==> src/bra_pkg.sv <==
// ----------------------------------------------------------------------------
// bra_pkg: shared types and constants for the barometric altitude block
// Status codes, request and response structs of the altitude engine and the
// shared divider, and the function that builds log2 table entries.
// ----------------------------------------------------------------------------
package bra_pkg;

  localparam int DEF_MAX_BASELINE_SAMPLES = 256;
  localparam int DEF_LOG_TABLE_ENTRIES    = 64;

  localparam logic [20:0] STD_PRESSURE_Q4  = 21'd1621200;
  localparam int          INV_EXPONENT_Q16 = 12471;
  localparam int          SCALE_HEIGHT_M   = 44330;
  localparam logic [16:0] ONE_Q16          = 17'd65536;

  // Result status codes.
  typedef enum logic [2:0] {
    ST_MEASURED     = 3'd0,
    ST_FAILED       = 3'd1,
    ST_BASE_TAKEN   = 3'd2,
    ST_BASE_SET     = 3'd3,
    ST_BASE_DEFAULT = 3'd4
  } status_t;

  // Request to the altitude engine.
  typedef struct packed {
    logic        start;
    logic        use_mean;
    logic [20:0] pressure;
    logic [31:0] sum;
  } alt_req_t;

  // Response of the altitude engine.
  typedef struct packed {
    logic               done;
    logic signed [31:0] alt_q8;
    logic [20:0]        mean_q4;
  } alt_rsp_t;

  // Request to the shared divider.
  typedef struct packed {
    logic        start;
    logic [31:0] dividend;
    logic [16:0] divisor;
  } div_req_t;

  // Response of the shared divider.
  typedef struct packed {
    logic        done;
    logic [31:0] quotient;
  } div_rsp_t;

  // Fractional log2 in Q16 of a Q30 value in [1,2), by repeated squaring.
  function automatic logic [16:0] log_frac(input logic [63:0] x_in);
    logic [63:0] x;
    logic [16:0] r;
    x = x_in;
    r = '0;
    for (int b = 15; b >= 0; b--) begin
      x = (x * x) >> 30;
      if (x >= 64'h8000_0000) begin
        x = x >> 1;
        r[b] = 1'b1;
      end
    end
    return r;
  endfunction

endpackage

==> src/bra_div.sv <==
// ----------------------------------------------------------------------------
// bra_div: shared restoring divider
// Divides a 32-bit dividend by a 17-bit divisor, one quotient bit per cycle.
// ----------------------------------------------------------------------------
module bra_div (
  input  logic               clk,
  input  logic               rst,
  input  bra_pkg::div_req_t  req,
  output bra_pkg::div_rsp_t  rsp
);

  logic        busy;
  logic        done;
  logic [4:0]  cnt;
  logic [31:0] dvd;
  logic [16:0] dvs;
  logic [16:0] rem;

  logic [17:0] rem_sh;
  logic        take;
  logic [17:0] rem_next;

  // One restoring step.
  always_comb begin
    rem_sh   = {rem, dvd[31]};
    take     = rem_sh >= {1'b0, dvs};
    rem_next = take ? (rem_sh - {1'b0, dvs}) : rem_sh;
  end

  // Iteration control; the dividend register fills with quotient bits.
  always_ff @(posedge clk) begin
    if (rst) begin
      busy <= 1'b0;
      done <= 1'b0;
      cnt  <= '0;
    end else begin
      done <= 1'b0;
      if (busy) begin
        dvd <= {dvd[30:0], take};
        rem <= rem_next[16:0];
        cnt <= cnt + 5'd1;
        if (cnt == 5'd31) begin
          busy <= 1'b0;
          done <= 1'b1;
        end
      end else if (req.start) begin
        busy <= 1'b1;
        dvd  <= req.dividend;
        dvs  <= req.divisor;
        rem  <= '0;
        cnt  <= '0;
      end
    end
  end

  assign rsp.done     = done;
  assign rsp.quotient = dvd;

endmodule

==> src/bra_alt.sv <==
// ----------------------------------------------------------------------------
// bra_alt: standard-atmosphere altitude engine
// Sequencer that computes altitude in meters (Q8) from a Q4 pressure through
// a table-based log2, a scaled exponent and a table-based exp2. Divisions by
// a variable go through the shared divider, which also forms the baseline
// mean. The table size is a power of two, so division by it is a shift.
// ----------------------------------------------------------------------------
module bra_alt #(
  parameter int LOG_TABLE_ENTRIES = bra_pkg::DEF_LOG_TABLE_ENTRIES,
  parameter int COUNT_W           = 9
) (
  input  logic               clk,
  input  logic               rst,
  input  bra_pkg::alt_req_t  req,
  input  logic [COUNT_W-1:0] count,
  output bra_pkg::alt_rsp_t  rsp
);

  localparam int N   = LOG_TABLE_ENTRIES;
  localparam int IW  = $clog2(N);
  localparam int TW  = $clog2(N + 1);
  localparam int NW  = $clog2(N + 1);
  localparam int TNW = 20 + NW;
  localparam int BW  = $clog2(IW);

  // log2 of the standard pressure, worked out at elaboration.
  localparam longint LS_FRAC = longint'(bra_pkg::STD_PRESSURE_Q4) - (64'd1 << 20);
  localparam longint LS_TN   = LS_FRAC * N;
  localparam longint LS_IDX  = LS_TN >> 20;
  localparam longint LS_REM  = LS_TN % (64'd1 << 20);
  localparam logic [63:0] LS_X0 = 64'h4000_0000 + ((64'(LS_IDX) << 30) / LOG_TABLE_ENTRIES);
  localparam logic [63:0] LS_X1 =
    64'h4000_0000 + ((64'(LS_IDX + 1) << 30) / LOG_TABLE_ENTRIES);
  localparam longint LS_LO = longint'(bra_pkg::log_frac(LS_X0));
  localparam longint LS_HI = (LS_IDX + 1 == N) ? 65536 : longint'(bra_pkg::log_frac(LS_X1));
  localparam longint LS_LOG = (longint'(20) << 16) + LS_LO + (((LS_HI - LS_LO) * LS_REM) >> 20);
  localparam logic signed [22:0] LSTD = 23'(LS_LOG);

  // Constant log2(1 + i/N) table in Q16.
  logic [16:0] log_tab [N+1];
  for (genvar g = 0; g <= N; g++) begin : g_tab
    localparam logic [63:0] X = 64'h4000_0000 + ((64'(g) << 30) / LOG_TABLE_ENTRIES);
    assign log_tab[g] = (g == N) ? bra_pkg::ONE_Q16 : bra_pkg::log_frac(X);
  end

  typedef enum logic [3:0] {
    A_IDLE, A_MEAN, A_NORM, A_LOGM, A_LOGI, A_LOGS, A_SRCH,
    A_QDIV, A_QWAIT, A_MDIV, A_SHIFT, A_ALT, A_FIN
  } alt_state_t;

  alt_state_t          state;
  bra_pkg::div_req_t   div_req;
  bra_pkg::div_rsp_t   div_rsp;

  logic [20:0]         p;
  logic [4:0]          sh;
  logic [TNW-1:0]      tn;
  logic [21:0]         lg_base;
  logic [36:0]         iprod;
  logic signed [38:0]  yprod;
  logic [IW-1:0]       ii;
  logic [BW-1:0]       bitp;
  logic [31:0]         q;
  logic [17:0]         m;
  logic [25:0]         pw;
  logic signed [43:0]  altprod;
  logic signed [31:0]  alt;
  logic [20:0]         mean;
  logic                done;

  logic [IW-1:0]       idx;
  logic [16:0]         lo_l, hi_l, hi_eff;
  logic [4:0]          e;
  logic [21:0]         lval;
  logic signed [22:0]  d;
  logic signed [5:0]   ip;
  logic [15:0]         f;
  logic [IW-1:0]       srch_c;
  logic                srch_ok;
  logic [16:0]         q_lo, q_hi;
  logic [3:0]          shamt;
  logic [6:0]          neg;
  logic [25:0]         pw_next;
  logic signed [26:0]  one_minus;

  bra_div u_div (
    .clk (clk),
    .rst (rst),
    .req (div_req),
    .rsp (div_rsp)
  );

  // Table reads, log assembly, exponent search and power shift.
  always_comb begin
    idx     = IW'(tn >> 20);
    lo_l    = log_tab[TW'(idx)];
    hi_l    = log_tab[TW'(idx) + TW'(1)];
    hi_eff  = (hi_l < lo_l) ? lo_l : hi_l;
    e       = 5'd20 - sh;
    lval    = lg_base + 22'(iprod >> 20);
    d       = $signed({1'b0, lval}) - LSTD;
    ip      = yprod[37:32];
    f       = yprod[31:16];
    srch_c  = ii | (IW'(1) << bitp);
    srch_ok = (srch_c <= IW'(N - 1)) && (log_tab[TW'(srch_c)] <= {1'b0, f});
    q_lo    = log_tab[TW'(ii)];
    q_hi    = log_tab[TW'(ii) + TW'(1)];
    shamt   = (ip > 6'sd8) ? 4'd8 : ip[3:0];
    neg     = 7'(-$signed({ip[5], ip}));
    if (!ip[5]) begin
      pw_next = 26'(m) << shamt;
    end else if (neg > 7'd40) begin
      pw_next = '0;
    end else begin
      pw_next = 26'(m >> neg);
    end
    one_minus = 27'sd65536 - $signed({1'b0, pw});
  end

  // Sequencer with its datapath registers.
  always_ff @(posedge clk) begin
    if (rst) begin
      state         <= A_IDLE;
      done          <= 1'b0;
      div_req.start <= 1'b0;
    end else begin
      done          <= 1'b0;
      div_req.start <= 1'b0;
      unique case (state)
        A_IDLE: begin
          sh <= '0;
          if (req.start) begin
            if (req.use_mean) begin
              div_req.start    <= 1'b1;
              div_req.dividend <= req.sum;
              div_req.divisor  <= 17'(count);
              state            <= A_MEAN;
            end else begin
              p     <= (req.pressure == '0) ? 21'd1 : req.pressure;
              state <= A_NORM;
            end
          end
        end
        A_MEAN: begin
          if (div_rsp.done) begin
            mean  <= div_rsp.quotient[20:0];
            p     <= (div_rsp.quotient[20:0] == '0) ? 21'd1 : div_rsp.quotient[20:0];
            state <= A_NORM;
          end
        end
        A_NORM: begin
          if (p[20]) begin
            state <= A_LOGM;
          end else begin
            p  <= {p[19:0], 1'b0};
            sh <= sh + 5'd1;
          end
        end
        A_LOGM: begin
          tn    <= TNW'(p[19:0]) * TNW'(N);
          state <= A_LOGI;
        end
        A_LOGI: begin
          iprod   <= 37'(hi_eff - lo_l) * 37'(tn[19:0]);
          lg_base <= {1'b0, e, 16'h0000} + 22'(lo_l);
          state   <= A_LOGS;
        end
        A_LOGS: begin
          yprod <= 39'(d) * 39'sd12471;
          ii    <= '0;
          bitp  <= BW'(IW - 1);
          state <= A_SRCH;
        end
        A_SRCH: begin
          if (srch_ok) begin
            ii <= srch_c;
          end
          if (bitp == '0) begin
            state <= A_QDIV;
          end else begin
            bitp <= bitp - BW'(1);
          end
        end
        A_QDIV: begin
          if (q_hi > q_lo) begin
            div_req.start    <= 1'b1;
            div_req.dividend <= ({1'b0, f} > q_lo) ?
                                {16'(17'({1'b0, f}) - q_lo), 16'h0000} : 32'd0;
            div_req.divisor  <= q_hi - q_lo;
            state            <= A_QWAIT;
          end else begin
            q     <= '0;
            state <= A_MDIV;
          end
        end
        A_QWAIT: begin
          if (div_rsp.done) begin
            q     <= div_rsp.quotient;
            state <= A_MDIV;
          end
        end
        // Mantissa: one plus the interpolated index over the table size.
        A_MDIV: begin
          m     <= 18'(32'd65536 + ((32'({ii, 16'h0000}) + q) >> IW));
          state <= A_SHIFT;
        end
        A_SHIFT: begin
          pw    <= pw_next;
          state <= A_ALT;
        end
        A_ALT: begin
          altprod <= 44'(one_minus) * 44'sd44330;
          state   <= A_FIN;
        end
        A_FIN: begin
          alt   <= altprod[39:8];
          done  <= 1'b1;
          state <= A_IDLE;
        end
        default: state <= A_IDLE;
      endcase
    end
  end

  assign rsp.done    = done;
  assign rsp.alt_q8  = alt;
  assign rsp.mean_q4 = mean;

endmodule

==> src/baro_relative_altitude.sv <==
// ----------------------------------------------------------------------------
// baro_relative_altitude: barometric altitude above a ground baseline
// Collects baseline samples, sets the baseline pressure and its altitude,
// and reports pressure, temperature and relative altitude per measurement.
//
//   channel  | signals                                        | direction
//   ---------+------------------------------------------------+----------
//   input    | in_valid in_ready func reading_ok pressure_q4  | in
//            | temp_q8 last_sample                            |
//   output   | out_valid out_ready status pressure_pa         | out
//            | temp_centi rel_alt_cm baseline_q4              |
//
// A baseline sample that does not close the baseline, a failed measurement
// and a default baseline go from acceptance straight to the output hold
// state. A measurement runs the altitude engine, with extra normalization
// shifts for pressures below 65536 Pa and one pass through the shared
// divider. Closing a baseline with valid samples adds one more divider
// pass for the mean. Reset is synchronous; the block takes one transaction
// at a time and holds a finished result in the output register while the
// next is taken.
// ----------------------------------------------------------------------------
module baro_relative_altitude #(
  parameter int MAX_BASELINE_SAMPLES = bra_pkg::DEF_MAX_BASELINE_SAMPLES,
  parameter int LOG_TABLE_ENTRIES    = bra_pkg::DEF_LOG_TABLE_ENTRIES
) (
  input  logic               clk,
  input  logic               rst,
  input  logic               in_valid,
  output logic               in_ready,
  input  logic               func,
  input  logic               reading_ok,
  input  logic [20:0]        pressure_q4,
  input  logic signed [15:0] temp_q8,
  input  logic               last_sample,
  output logic               out_valid,
  input  logic               out_ready,
  output logic [2:0]         status,
  output logic signed [17:0] pressure_pa,
  output logic signed [14:0] temp_centi,
  output logic signed [15:0] rel_alt_cm,
  output logic [20:0]        baseline_q4
);

  localparam int CW = $clog2(MAX_BASELINE_SAMPLES + 1);

  typedef enum logic [1:0] {T_IDLE, T_START, T_WAIT, T_HOLD} top_state_t;

  top_state_t          state;
  logic [31:0]         sum;
  logic [CW-1:0]       count;
  logic [20:0]         baseline;
  logic signed [31:0]  base_alt;
  logic                mode_base;
  logic [20:0]         item_p;
  bra_pkg::status_t    res_status;
  logic signed [17:0]  res_pa;
  logic signed [14:0]  res_tc;
  logic signed [15:0]  res_cm;
  bra_pkg::status_t    out_status;

  bra_pkg::alt_req_t   alt_req;
  bra_pkg::alt_rsp_t   alt_rsp;

  logic                in_fire;
  logic                count_inc;
  logic [CW-1:0]       count_new;
  logic signed [22:0]  tc_prod, tc_adj;
  logic signed [32:0]  diff;
  logic signed [40:0]  cm_prod, cm_adj;
  logic signed [32:0]  cm_q;
  logic signed [15:0]  cm_sat;
  logic                out_free;

  bra_alt #(
    .LOG_TABLE_ENTRIES (LOG_TABLE_ENTRIES),
    .COUNT_W           (CW)
  ) u_alt (
    .clk   (clk),
    .rst   (rst),
    .req   (alt_req),
    .count (count),
    .rsp   (alt_rsp)
  );

  // Request to the altitude engine.
  always_comb begin
    alt_req.start    = (state == T_START);
    alt_req.use_mean = mode_base;
    alt_req.pressure = item_p;
    alt_req.sum      = sum;
  end

  // Handshake, sample count and the scaled temperature and altitude.
  always_comb begin
    in_ready  = (state == T_IDLE);
    in_fire   = in_valid && in_ready;
    out_free  = !out_valid || out_ready;
    count_inc = reading_ok && (count < CW'(MAX_BASELINE_SAMPLES));
    count_new = count + CW'(count_inc);
    tc_prod   = 23'(temp_q8) * 23'sd100;
    tc_adj    = tc_prod + (tc_prod[22] ? 23'sd255 : 23'sd0);
    diff      = 33'(alt_rsp.alt_q8) - 33'(base_alt);
    cm_prod   = 41'(diff) * 41'sd100;
    cm_adj    = cm_prod + (cm_prod[40] ? 41'sd255 : 41'sd0);
    cm_q      = cm_adj[40:8];
    if (cm_q > 33'sd32767) begin
      cm_sat = 16'sh7fff;
    end else if (cm_q < -33'sd32768) begin
      cm_sat = 16'sh8000;
    end else begin
      cm_sat = cm_q[15:0];
    end
  end

  // Control sequencer, baseline state and output register.
  always_ff @(posedge clk) begin
    if (rst) begin
      state     <= T_IDLE;
      out_valid <= 1'b0;
      sum       <= '0;
      count     <= '0;
      baseline  <= bra_pkg::STD_PRESSURE_Q4;
      base_alt  <= '0;
    end else begin
      if (out_valid && out_ready) begin
        out_valid <= 1'b0;
      end
      unique case (state)
        T_IDLE: begin
          if (in_fire) begin
            item_p <= pressure_q4;
            if (!func) begin
              mode_base  <= 1'b1;
              res_status <= bra_pkg::ST_BASE_TAKEN;
              res_pa     <= '0;
              res_tc     <= '0;
              res_cm     <= '0;
              if (count_inc) begin
                sum <= sum + 32'(pressure_q4);
              end
              count <= count_new;
              if (last_sample) begin
                if (count_new != '0) begin
                  state <= T_START;
                end else begin
                  baseline   <= bra_pkg::STD_PRESSURE_Q4;
                  base_alt   <= '0;
                  sum        <= '0;
                  count      <= '0;
                  res_status <= bra_pkg::ST_BASE_DEFAULT;
                  state      <= T_HOLD;
                end
              end else begin
                state <= T_HOLD;
              end
            end else if (!reading_ok) begin
              res_status <= bra_pkg::ST_FAILED;
              res_pa     <= '1;
              res_tc     <= '1;
              res_cm     <= '1;
              state      <= T_HOLD;
            end else begin
              mode_base  <= 1'b0;
              res_status <= bra_pkg::ST_MEASURED;
              res_pa     <= 18'(pressure_q4 >> 4);
              res_tc     <= tc_adj[22:8];
              state      <= T_START;
            end
          end
        end
        T_START: begin
          state <= T_WAIT;
        end
        T_WAIT: begin
          if (alt_rsp.done) begin
            if (mode_base) begin
              baseline   <= alt_rsp.mean_q4;
              base_alt   <= alt_rsp.alt_q8;
              sum        <= '0;
              count      <= '0;
              res_status <= bra_pkg::ST_BASE_SET;
            end else begin
              res_cm <= cm_sat;
            end
            state <= T_HOLD;
          end
        end
        T_HOLD: begin
          if (out_free) begin
            out_valid   <= 1'b1;
            out_status  <= res_status;
            pressure_pa <= res_pa;
            temp_centi  <= res_tc;
            rel_alt_cm  <= res_cm;
            baseline_q4 <= baseline;
            state       <= T_IDLE;
          end
        end
        default: state <= T_IDLE;
      endcase
    end
  end

  assign status = 3'(out_status);

`ifndef SYNTH
  // The sample count never passes its limit.
  a_count_limit: assert property (@(posedge clk) disable iff (rst)
    count <= CW'(MAX_BASELINE_SAMPLES))
    else $error("baseline sample count above limit");

  // The altitude engine only finishes while the sequencer waits for it.
  a_done_in_wait: assert property (@(posedge clk) disable iff (rst)
    alt_rsp.done |-> (state == T_WAIT))
    else $error("altitude result outside wait state");

  // An accepted transaction closes the input until its result is queued.
  a_one_at_a_time: assert property (@(posedge clk) disable iff (rst)
    in_fire |=> !in_ready)
    else $error("input taken while busy");

  // A default baseline result reports the standard pressure.
  a_default_base: assert property (@(posedge clk) disable iff (rst)
    (out_valid && (status == 3'(bra_pkg::ST_BASE_DEFAULT)))
      |-> (baseline_q4 == bra_pkg::STD_PRESSURE_Q4))
    else $error("default baseline not standard pressure");
`endif

endmodule

==> config.mk <==
export PLATFORM = sky130hd
export DESIGN_NAME = baro_relative_altitude
export DESIGN_NICKNAME = d
export VERILOG_FILES = /design/src/bra_pkg.sv /design/src/bra_div.sv /design/src/bra_alt.sv /design/src/baro_relative_altitude.sv
export SDC_FILE = /design/constraint.sdc
export NUM_CORES = 2
export LEC_CHECK = 0
export BUFFER_PORTS_ARGS = -buffer_cell sky130_fd_sc_hd__buf_2
export CAP_MARGIN = 20
export CELL_PAD_IN_SITES_DETAIL_PLACEMENT = 0
export CELL_PAD_IN_SITES_GLOBAL_PLACEMENT = 1
export CORE_ASPECT_RATIO = 1.5
export CORE_MARGIN = 4
export CORE_UTILIZATION = 30
export CTS_CLUSTER_DIAMETER = 80
export DETAILED_ROUTE_END_ITERATION = 10
export PLACE_DENSITY = 0.59
export SLEW_MARGIN = 20
export SYNTH_ARGS = -nofsm -noshare
export SYNTH_HDL_FRONTEND = slang
export SYNTH_SLANG_ARGS = --single-unit
==> constraint.sdc <==
create_clock -name clk -period 22.1 [get_ports clk]
set_input_delay 2.21 -clock clk [delete_from_list [all_inputs] [get_ports clk]]
set_output_delay 2.21 -clock clk [all_outputs]
set_load 0.1 [all_outputs]
==> run metrics <==
GRT Max-Usage Layer met2; clock root buffer clkbuf_16; Adder-Cell Fraction of Synth Area 30.3%; H-Tree Level Count 3; final routed DRC violation total 0; Clock Sinks 634; core area 0.225 sq mm; crit path kind reg2reg; outcome finished, final reports clean; xor/xnor share of the synthesized area 4.31%; first-pass GRT wire length 317000 um; full die area about 0.23 sq mm; clk slew on worst S/H paths around 0.060 ns; RSZ-0062 raised after global routing false; CP delay by family, top compound AO/OA/AOI/OAI gates; number of synthesized flops with an enable pin 524; relative slew slack 28.3%; most frequent cells in the layout 1134 x inv_1, 728 x ha_1, 569 x fa_1; Post-Syn Area 0.0677 sq mm; Place WS 5.94 ns; Min-Delay Path Class reg2reg; met2 GRT Util 32.4%; share of layout cells above drive strength 1 a little over 7%; Synth-to-Final Area Change 10.1%; Setup Skew 0.0618 ns; hold_buf cts 0; Post-Syn Nets 8645; main combinational cell family by area after synthesis adder cells; ys flop type edfxtp_1; largest cells by area after synthesis edfxtp_1 23%, fa_1 17%, ha_1 13%, inv_1 6.3%, dfxtp_1 3.3%; commonest non-fill, non-tap cell in the layout inv_1; Final TNS setup 0 ns; CP startpoint kind flop; GRT met3 Usage 1.88%; Clk Latency, worst-skew pair 0.71 ns; post-route antenna net violation count 0; max-cap viol count 0; Cells after Synth between 7000 and 8000; synth warn 0; vias in the first global route between 50000 and 60000; Worst Max-Slew Pin Slew 1.08 ns; Mean Syn Cell Area 9.27 sq um; Num CTS Buffers 78; Post-CTS Setup Bufs 0; CP Data Arrival Time 16.68 ns; Setup violations, final 0; worst-path maximum fanout 59; grt ovf 0; final hold vios 0; gpl congestion just under 0.9; antenna violations before repair 7; Initial Utilization around 30%; total track usage 17.3%; post-synthesis mux area share 2.86%; Std-Cell Rows ~210; width of the chip approximately 400 um; Initial DRT Pass Iterations 7; sequential share of the synthesized area 26.5%; slowest CP cell edfxtp_1; Max Fclk 61.6 MHz; Req. time, crit path 22.55 ns; initial drt markers 2970; DPL Wire Length 161000 um; CTS tree done; simple-gate share of the synthesized area 13.3%; die height 590 um; Tmin final 16.24 ns; Via density about 5; largest net degree at the start of global routing 75; CP Capture Type flop; Distinct cells, synth ~100; asr flop ratio synth 0%; Slew Viols, Final 0; biggest area consumer among synthesized cells edfxtp_1; routed via count 52000; Synth top area share a little under a quarter; CP Buf/Inv Count 12; I/O pins 119; Port-buffer cells approximately 120; NumNets Final 8624; Final period util 73.5%; GRT met1 Usage 20.2%; routed len/inst about 20 um; Synth Area in Compound Gates 14.6%; CTS-repair resized insts 0; WL final 203000 um; Yosys reg bits 634; clock tree buffer depth 3; final setup margin between 5 and 6 ns; biggest cell delay along the critical path 0.69 ns
==> metal layers <==
layer,vias to the layer above,wire [um]
li1,25000,-
met1,25700,81800
met2,1069,107000
met3,322,7030
met4,0,7380
met5,-,0
==> flip-flops by register name (all words and copies together), names as in the netlist, 20 cells and up <==
| signal | cells |
|---|---|
| u_alt.yprod | 22 |
| u_alt.altprod | 32 |
| u_alt.u_div.dvd | 32 |
| item_p | 21 |
| u_alt.mean | 21 |
| baseline_q4 | 21 |
| u_alt.div_req | 50 |
| baseline | 21 |
| u_alt.alt | 32 |
| u_alt.pw | 26 |
| base_alt | 32 |
| u_alt.lg_base | 21 |
| u_alt.p | 21 |
| u_alt.tn | 20 |
| sum | 32 |
==> layout make-up <==
| class | instances | area, sq um |
|---|---|---|
| flip-flops and latches | 634 | 17900 |
| multi-input cells | 5199 | 44500 |
| repair buffers | 224 | 1450 |
| clock inverters | 45 | 553 |
| inverters | 1145 | 4300 |
| well taps | 3010 | 3770 |
| diodes | 1 | 2.50 |
| fillers | 23300 | 150000 |
| clock buffers | 100 | 2100 |
==> path summary, 6_finish.rpt <==
kind / depth (start not counted) / from / slack (ns) / endpoint
hold reg to reg: 0 / u_alt.q[10]$_SDFFCE_PN0P_ / 0.40 / u_alt.m[4]$_DFFE_PP_
hold / removal: 0 / u_alt.q[10]$_SDFFCE_PN0P_ / 0.40 / u_alt.m[4]$_DFFE_PP_
setup reg to reg: 65 / u_alt.tn[21]$_DFFE_PP_ / 5.86 / u_alt.iprod[36]$_DFFE_PP_
setup / recovery: 65 / u_alt.tn[21]$_DFFE_PP_ / 5.86 / u_alt.iprod[36]$_DFFE_PP_
==> stage by stage <==
stage,hold slack [ns],utilization (%),instance area [sq um],instances
detailed placement,0.405,32.0,71800,10200
finish,0.398,33.2,74600,10400
CTS,0.385,33.2,74500,10400
floorplan,0.400,-,67700,7303
global placement,0.402,32.0,71800,10200
global route,0.397,33.2,74600,10400
==> logic make-up after synthesis <==
kind of cell / Yosys count
compound gates: 1518
xor+xnor: 333
fa+ha+maj: 1298
buf+inv: 1470
flops: 634
mux: 157
simple gates: 1893
==> synth_stat cells, drive strengths merged, types with 14 or more instances <==
cell    number
buf         49
and3        40
nand2      550
mux4        23
a22o        20
fa         569
o21bai      31
xor2       101
nand3b      14
a211oi      76
nor2b       64
o311a       18
inv       1137
a21boi      27
ha         729
edfxtp     524
a22oi       35
or3         41
nor3b       19
a21o        80
o21a        52
or2         19
nand3      162
dfxtp      110
o211ai      72
nor2       500
a21oi      426
a31oi       69
a311oi      15
mux2i       75
nand4       54
mux2        59
o22ai       34
and2       173
nor4        30
o21ai      350
nand2b      71
a222oi      20
o31ai       30
xnor2      232
nor3       125
clkbuf     276
o311ai      23
==> worst register-to-register path, delay by kind of cell (launching register included) <==
| kind | cells | cell delay (ns) |
|---|---|---|
| adders and majority gates | 13 | 5.76 |
| muxes | 1 | 0.18 |
| AOI/OAI and AO/OA | 27 | 5.80 |
| DFF | 1 | 0.69 |
| xor gates and xnor gates | 2 | 0.18 |
| and+or+nand+nor | 10 | 1.34 |
| buffers and inverters | 12 | 2.03 |
Power is left out: the tool's default activity adds up to more than one toggle a clock period on the data nets, which glitch-free logic cannot reach.
